`src/ahfd_pkg.sv`:
```
// Shared types, character codes and the hex nibble helper for the ASCII hex frame decoder.
// Depends on nothing; ascii_hex_frame_decoder_core imports it.
package ahfd_pkg;

   typedef enum logic [1:0] {
      KIND_NONE = 2'd0,
      KIND_DATA = 2'd1,
      KIND_EOL  = 2'd2
   } kind_type;

   localparam logic [7:0] CHAR_NUL   = 8'd0;
   localparam logic [7:0] CHAR_LF    = 8'd10;
   localparam logic [7:0] CHAR_CR    = 8'd13;
   localparam logic [7:0] CHAR_COLON = 8'd58;
   localparam logic [7:0] CHAR_DIG0  = 8'd48;
   localparam logic [7:0] CHAR_DIG9  = 8'd57;
   localparam logic [7:0] CHAR_UPA   = 8'd65;
   localparam logic [7:0] CHAR_UPF   = 8'd70;
   localparam logic [7:0] ALPHA_BIAS = 8'd55;

   // Value of an upper-case hex digit; every other character counts as zero.
   function automatic logic [3:0] hex_nibble(input logic [7:0] c);
      logic [7:0] diff;
      diff = 8'd0;
      if (c >= CHAR_DIG0 && c <= CHAR_DIG9) begin
         diff = c - CHAR_DIG0;
      end else if (c >= CHAR_UPA && c <= CHAR_UPF) begin
         diff = c - ALPHA_BIAS;
      end
      return diff[3:0];
   endfunction

endpackage

```
`src/ascii_hex_frame_decoder_core.sv`:
```
// Top level of the ASCII hex frame decoder: line state, pair decoding and the result register.
// Depends on ahfd_pkg for the result kind codes, character codes and hex_nibble.

// The decoder takes one received character per transaction and returns exactly one result
// transaction for each, in order. NUL, LF and characters of 0x80 and above are dropped, and
// characters before a ':' are skipped; both give a result of kind "nothing" that carries the
// current count and frame flag. Inside a frame, characters are paired and each pair yields a
// data byte, high nibble first; only '0'-'9' and 'A'-'F' are hex digits and anything else,
// including a second ':', decodes as zero. CR always gives an end-of-line result with the
// line's byte count (modulo 256), discards any unpaired character and returns to idle. The
// line state is updated in the cycle in which the character is accepted, and the result is
// held in a single output register, so a new character is taken every cycle for as long as
// the result side keeps up. The input is stalled only while a result is waiting in that
// register and the result side is itself stalling.
module ascii_hex_frame_decoder_core (
   input  logic              clock,
   input  logic              reset,
   input  logic              req_valid,
   output logic              req_stall,
   input  logic [7:0]        req_rx_byte,
   output logic              rsp_valid,
   input  logic              rsp_stall,
   output ahfd_pkg::kind_type rsp_kind,
   output logic [7:0]        rsp_data_byte,
   output logic [7:0]        rsp_byte_count,
   output logic              rsp_frame_open
);
   import ahfd_pkg::*;

   // Line state. The pending character is kept as its nibble plus a flag, which is all the
   // pairing logic ever needs of it.
   logic       in_frame_ff, in_frame_in;
   logic       pending_ff, pending_in;
   logic [3:0] pending_nib_ff, pending_nib_in;
   logic [7:0] count_ff, count_in;

   // Result register.
   logic       rsp_valid_ff, rsp_valid_in;
   kind_type   rsp_kind_ff, kind_in;
   logic [7:0] rsp_data_ff, data_in;
   logic [7:0] rsp_count_ff, rsp_count_in;
   logic       rsp_open_ff, rsp_open_in;

   logic       accept;
   logic       dropped;
   logic [3:0] rx_nib;

   // The result register is free when it is empty or is being emptied in this cycle.
   assign req_stall = rsp_valid_ff && rsp_stall;
   assign accept    = req_valid && !req_stall;

   assign rx_nib  = hex_nibble(req_rx_byte);
   assign dropped = (req_rx_byte == CHAR_NUL) || (req_rx_byte == CHAR_LF) ||
                    req_rx_byte[7];

   // Next line state and the result that the accepted character causes.
   always_comb begin
      in_frame_in    = in_frame_ff;
      pending_in     = pending_ff;
      pending_nib_in = pending_nib_ff;
      count_in       = count_ff;
      kind_in        = KIND_NONE;
      data_in        = 8'd0;
      rsp_count_in   = count_ff;
      if (dropped) begin
         // State is left untouched.
      end else if (req_rx_byte == CHAR_CR) begin
         kind_in        = KIND_EOL;
         in_frame_in    = 1'b0;
         pending_in     = 1'b0;
         pending_nib_in = 4'd0;
         count_in       = 8'd0;
      end else if (!in_frame_ff) begin
         if (req_rx_byte == CHAR_COLON) begin
            in_frame_in = 1'b1;
            pending_in  = 1'b0;
         end
      end else if (pending_ff) begin
         kind_in      = KIND_DATA;
         data_in      = {pending_nib_ff, rx_nib};
         count_in     = count_ff + 8'd1;
         rsp_count_in = count_in;
         pending_in   = 1'b0;
      end else begin
         pending_in     = 1'b1;
         pending_nib_in = rx_nib;
      end
      rsp_open_in = in_frame_in;
   end

   always_comb begin
      rsp_valid_in = rsp_valid_ff;
      if (accept) begin
         rsp_valid_in = 1'b1;
      end else if (!rsp_stall) begin
         rsp_valid_in = 1'b0;
      end
   end

   always_ff @(posedge clock) begin
      if (reset) begin
         in_frame_ff    <= 1'b0;
         pending_ff     <= 1'b0;
         pending_nib_ff <= 4'd0;
         count_ff       <= 8'd0;
         rsp_valid_ff   <= 1'b0;
      end else begin
         rsp_valid_ff <= rsp_valid_in;
         if (accept) begin
            in_frame_ff    <= in_frame_in;
            pending_ff     <= pending_in;
            pending_nib_ff <= pending_nib_in;
            count_ff       <= count_in;
         end
      end
   end

   // Payload of the result register needs no reset; it loads with each accepted character.
   always_ff @(posedge clock) begin
      if (accept) begin
         rsp_kind_ff  <= kind_in;
         rsp_data_ff  <= data_in;
         rsp_count_ff <= rsp_count_in;
         rsp_open_ff  <= rsp_open_in;
      end
   end

   assign rsp_valid      = rsp_valid_ff;
   assign rsp_kind       = rsp_kind_ff;
   assign rsp_data_byte  = rsp_data_ff;
   assign rsp_byte_count = rsp_count_ff;
   assign rsp_frame_open = rsp_open_ff;

`ifndef SYNTHESIS
   // Only a data result carries a non-zero byte.
   a_data_only_on_data: assert property (@(posedge clock) disable iff (reset)
      rsp_valid_ff && (rsp_kind_ff != KIND_DATA) |-> rsp_data_ff == 8'd0)
      else $error("data byte set on a result that is not a data byte");

   // An end of line always closes the frame.
   a_eol_closes: assert property (@(posedge clock) disable iff (reset)
      rsp_valid_ff && (rsp_kind_ff == KIND_EOL) |-> !rsp_open_ff)
      else $error("frame still open on an end-of-line result");

   // An accepted CR returns the whole line state to idle.
   a_cr_clears: assert property (@(posedge clock) disable iff (reset)
      accept && (req_rx_byte == CHAR_CR) |=>
         !in_frame_ff && !pending_ff && (count_ff == 8'd0))
      else $error("line state not cleared after CR");

   // Each decoded byte advances the line count by one.
   a_count_step: assert property (@(posedge clock) disable iff (reset)
      accept && (kind_in == KIND_DATA) |=> count_ff == $past(count_ff) + 8'd1)
      else $error("byte count did not advance on a decoded byte");

   // The input is held off only while a result is waiting.
   a_stall_cause: assert property (@(posedge clock) disable iff (reset)
      req_stall |-> rsp_valid_ff && rsp_stall)
      else $error("input stalled without a waiting result");
`endif

endmodule

```
`config.mk`:
```
export PLATFORM = sky130hd
export DESIGN_NAME = ascii_hex_frame_decoder_core
export DESIGN_NICKNAME = d
export VERILOG_FILES = /design/src/ahfd_pkg.sv /design/src/ascii_hex_frame_decoder_core.sv
export SDC_FILE = /design/constraint.sdc
export NUM_CORES = 1
export LEC_CHECK = 0
export BUFFER_PORTS_ARGS = -buffer_cell sky130_fd_sc_hd__buf_2
export CAP_MARGIN = 20
export CORE_UTILIZATION = 40
export CTS_CLUSTER_DIAMETER = 50
export CTS_CLUSTER_SIZE = 16
export DETAILED_ROUTE_END_ITERATION = 8
export SLEW_MARGIN = 0
export SYNTH_ARGS = -nofsm -noshare
export SYNTH_HDL_FRONTEND = slang
export SYNTH_SLANG_ARGS = --single-unit
```
`constraint.sdc`:
```
create_clock -name clock -period 4.15 [get_ports clock]
set_clock_uncertainty 0.2 [all_clocks]
set_input_delay 0.83 -clock clock [delete_from_list [all_inputs] [get_ports clock]]
set_output_delay 0.83 -clock clock [all_outputs]
set_load 0.005 [all_outputs]
```
==> out/qor.txt <==
crit-path max FO: 12
Fmax achieved: 363 MHz
DR WL/cell: 13.6 um
die area: 0.00454 mm^2
CP Data Required Time: 4160 ps
Vias: 1294
RSZ-0062 raised after global routing: no
Worst-Margin Slew: 752 ps
Reg-to-Reg End: rsp_byte_count[1]$_DFFE_PP_
drt initial violations: 51
DIE WIDTH: 67.3 um
DRT Pass-1 Iters: 4
wirelength, routed: 3340 um
# H-tree levels: 2
worst r2r path cells: 3
Async S/R FF share, synth: 0%
Routed Antenna Nets: 0
Hold Crit Depth: 1
layout cells sized above 1: 25.6%
worst hold start: pending_nib_ff[0]$_SDFFE_PP0P_
Clock Sinks: 34
ys flop type: edfxtp_1
Final period util: 66.3%
Reg clk slew, reported paths: 60 ps
Antenna diodes: 0
Die Ht: 67.3 um
Mapped Avg Cell Area: 10.5 um^2
min Tclk post-route: 2750 ps
WP data arrival: 2760 ps
Endpoint, Worst Hold: pending_nib_ff[0]$_SDFFE_PP0P_
GPL Wtd Cong: 0.821
status: completed
synth warn: 0
Power Dens Cells: 336 mW/mm^2
most frequent cells in the layout: buf_2 (32), nor2_1 (19), edfxtp_1 (19)
largest net degree at the start of global routing: 20
Slew headroom: 49.8%
Startpoint Class: primary input
Worst VDD drop: 0.163 mV
Detailed Place HPWL: 2370 um
post-synthesis cell type count: 43
Fillers: 387
commonest non-fill, non-tap cell in the layout: buf_2
post-route cell area: 0.00199 mm^2
antenna violations before repair: 0
Initial Util: 42.1%
DRC errors left: 0
CTS tree: done
Mapped Cells: 162
post-cts sizing count: 0
maxcap violations: 0
first-pass GRT wire length: 5700 um
core area: 0.00406 mm^2
postcts setup bufs: 0
r2r setup slk: 2300 ps
total grt overflow: 0
I/O pin count: 33
syn_nets: 179
CTS Hold Buffers Added: 0
register area: 871 um^2
# nets final: 211
Clock Latency Late Sink: 280 ps
Max clock buf depth: 2
endpoint type of the worst setup path: flop
clock root cell: clkbuf_8
max-slew violation count: 0
multi-input logic area: 777 um^2
setup TNS: 0 ps
area delta synth->final: 16.6%
Hold Fails Final Rpt: 0
Mapped Area: 0.00171 mm^2
Post-synth EDFFs: 19
Port Buffers: 32
Crit Path Class: primary input to flop
# setup viols final: 0
vias in the first global route: 1248
Seq/Total Area, Yosys: 51.0%
Total GRT Usage: 17.1%
HP Class: flop to flop
r2r startpoint: in_frame_ff$_SDFFE_PP0P_
dpl cell area: 0.00190 mm^2
count of state elements after synthesis: 34
leakage: 0.834 nW
vias per std cell: 5.28
total CTS buffers: 5
row cnt: 23
## stage by stage
stage / utilization [%] / hold WS (ps) / std cells / power, mW / setup WS [ps]
after floorplan: - / 224 / 162 / 0.404 / 1510
after global placement: 46.7 / 242 / 237 / 0.426 / 1220
after detailed placement: 46.7 / 251 / 237 / 0.428 / 1150
after CTS: 49.1 / 271 / 245 / 0.677 / 1420
after global routing: 49.1 / 291 / 245 / 0.698 / 1230
final: 49.1 / 266 / 245 / 0.669 / 1400
## worst max-delay path: stages
cell       delay, ps
buf_2            140
inv_1             70
ha_1             240
nor2b_1          140
o21a_2           230
a2111oi_4        720
nand3_2          200
o2bb2ai_1        190
## synthesized netlist by cell type, drive strengths merged, types with 3 or more instances
library cell / n / share of area, %
a31oi: 3 / 1.1
nand2: 10 / 2.2
mux2i: 3 / 1.8
dfxtp: 15 / 18
nor3: 5 / 1.5
inv: 7 / 1.5
o2bb2ai: 4 / 2.1
nand3: 7 / 2.3
o21ai: 6 / 1.8
and2: 6 / 2.2
ha: 5 / 3.7
xor2: 7 / 3.6
nor4: 3 / 1.1
clkbuf: 3 / 0.66
a21oi: 6 / 1.8
nor2: 19 / 4.2
edfxtp: 19 / 33
buf: 4 / 1.3
o21a: 3 / 1.4
## registers in the layout (all words and copies together) (netlist names)
name and flops:
pending_nib_ff 4, rsp_data_byte 8, rsp_byte_count 8, rsp_kind 2, rsp_frame_open 1, count_ff 8
in_frame_ff 1, rsp_valid 1, pending_ff 1
## routing by layer
metal	vias up	GRT usage [%]	wire [um]
met3	4	4.56	173
met1	597	22.2	1620
met2	36	26.9	1510
met5	-	0	0
met4	0	6.38	40
li1	657	-	-
## cells by family (layout without fill, tap and decap cells)
| group | count (synthesis) | after routing | share of synthesized area (%) |
|---|---|---|---|
| AOI/OAI and AO/OA | 39 | 39 | 18.2 |
| and+or+nand+nor | 58 | 58 | 17.0 |
| adders and majority gates | 5 | 5 | 3.66 |
| buffers and inverters | 14 | 47 | 3.52 |
| xor gates and xnor gates | 7 | 7 | 3.59 |
| muxes | 5 | 5 | 3.08 |
| DFF | 34 | 34 | 51.0 |
## how the worst max path moves through the flow
stage | start | end | slack [ps] | cells past startpoint
final | req_rx_byte[0] | pending_nib_ff[1]$_SDFFE_PP0P_ | 1400 | 8
after global routing | req_rx_byte[0] | count_ff[7]$_SDFFE_PP0P_ | 1230 | 8
after detailed placement | req_rx_byte[0] | count_ff[7]$_SDFFE_PP0P_ | 1150 | 8
after global placement | req_rx_byte[0] | rsp_byte_count[1]$_DFFE_PP_ | 1220 | 7
after floorplan | req_rx_byte[0] | rsp_byte_count[1]$_DFFE_PP_ | 1510 | 6
after CTS | req_rx_byte[0] | pending_nib_ff[1]$_SDFFE_PP0P_ | 1420 | 8
## cell type report
class,instances,area share (%)
sequential,34,43.7
multi-input combinational,114,39.0
timing repair buffer,32,8.04
clock buffer,6,4.15
tap,50,3.14
inverter,7,1.32
clock inverter,2,0.628
## report_power, final
part           internal [mW]  switching, mW
Combinational         0.0202         0.0339
Sequential             0.364        0.00224
Clock                  0.133          0.115
Total                  0.517          0.152
Power figures use the tool's default switching activity.
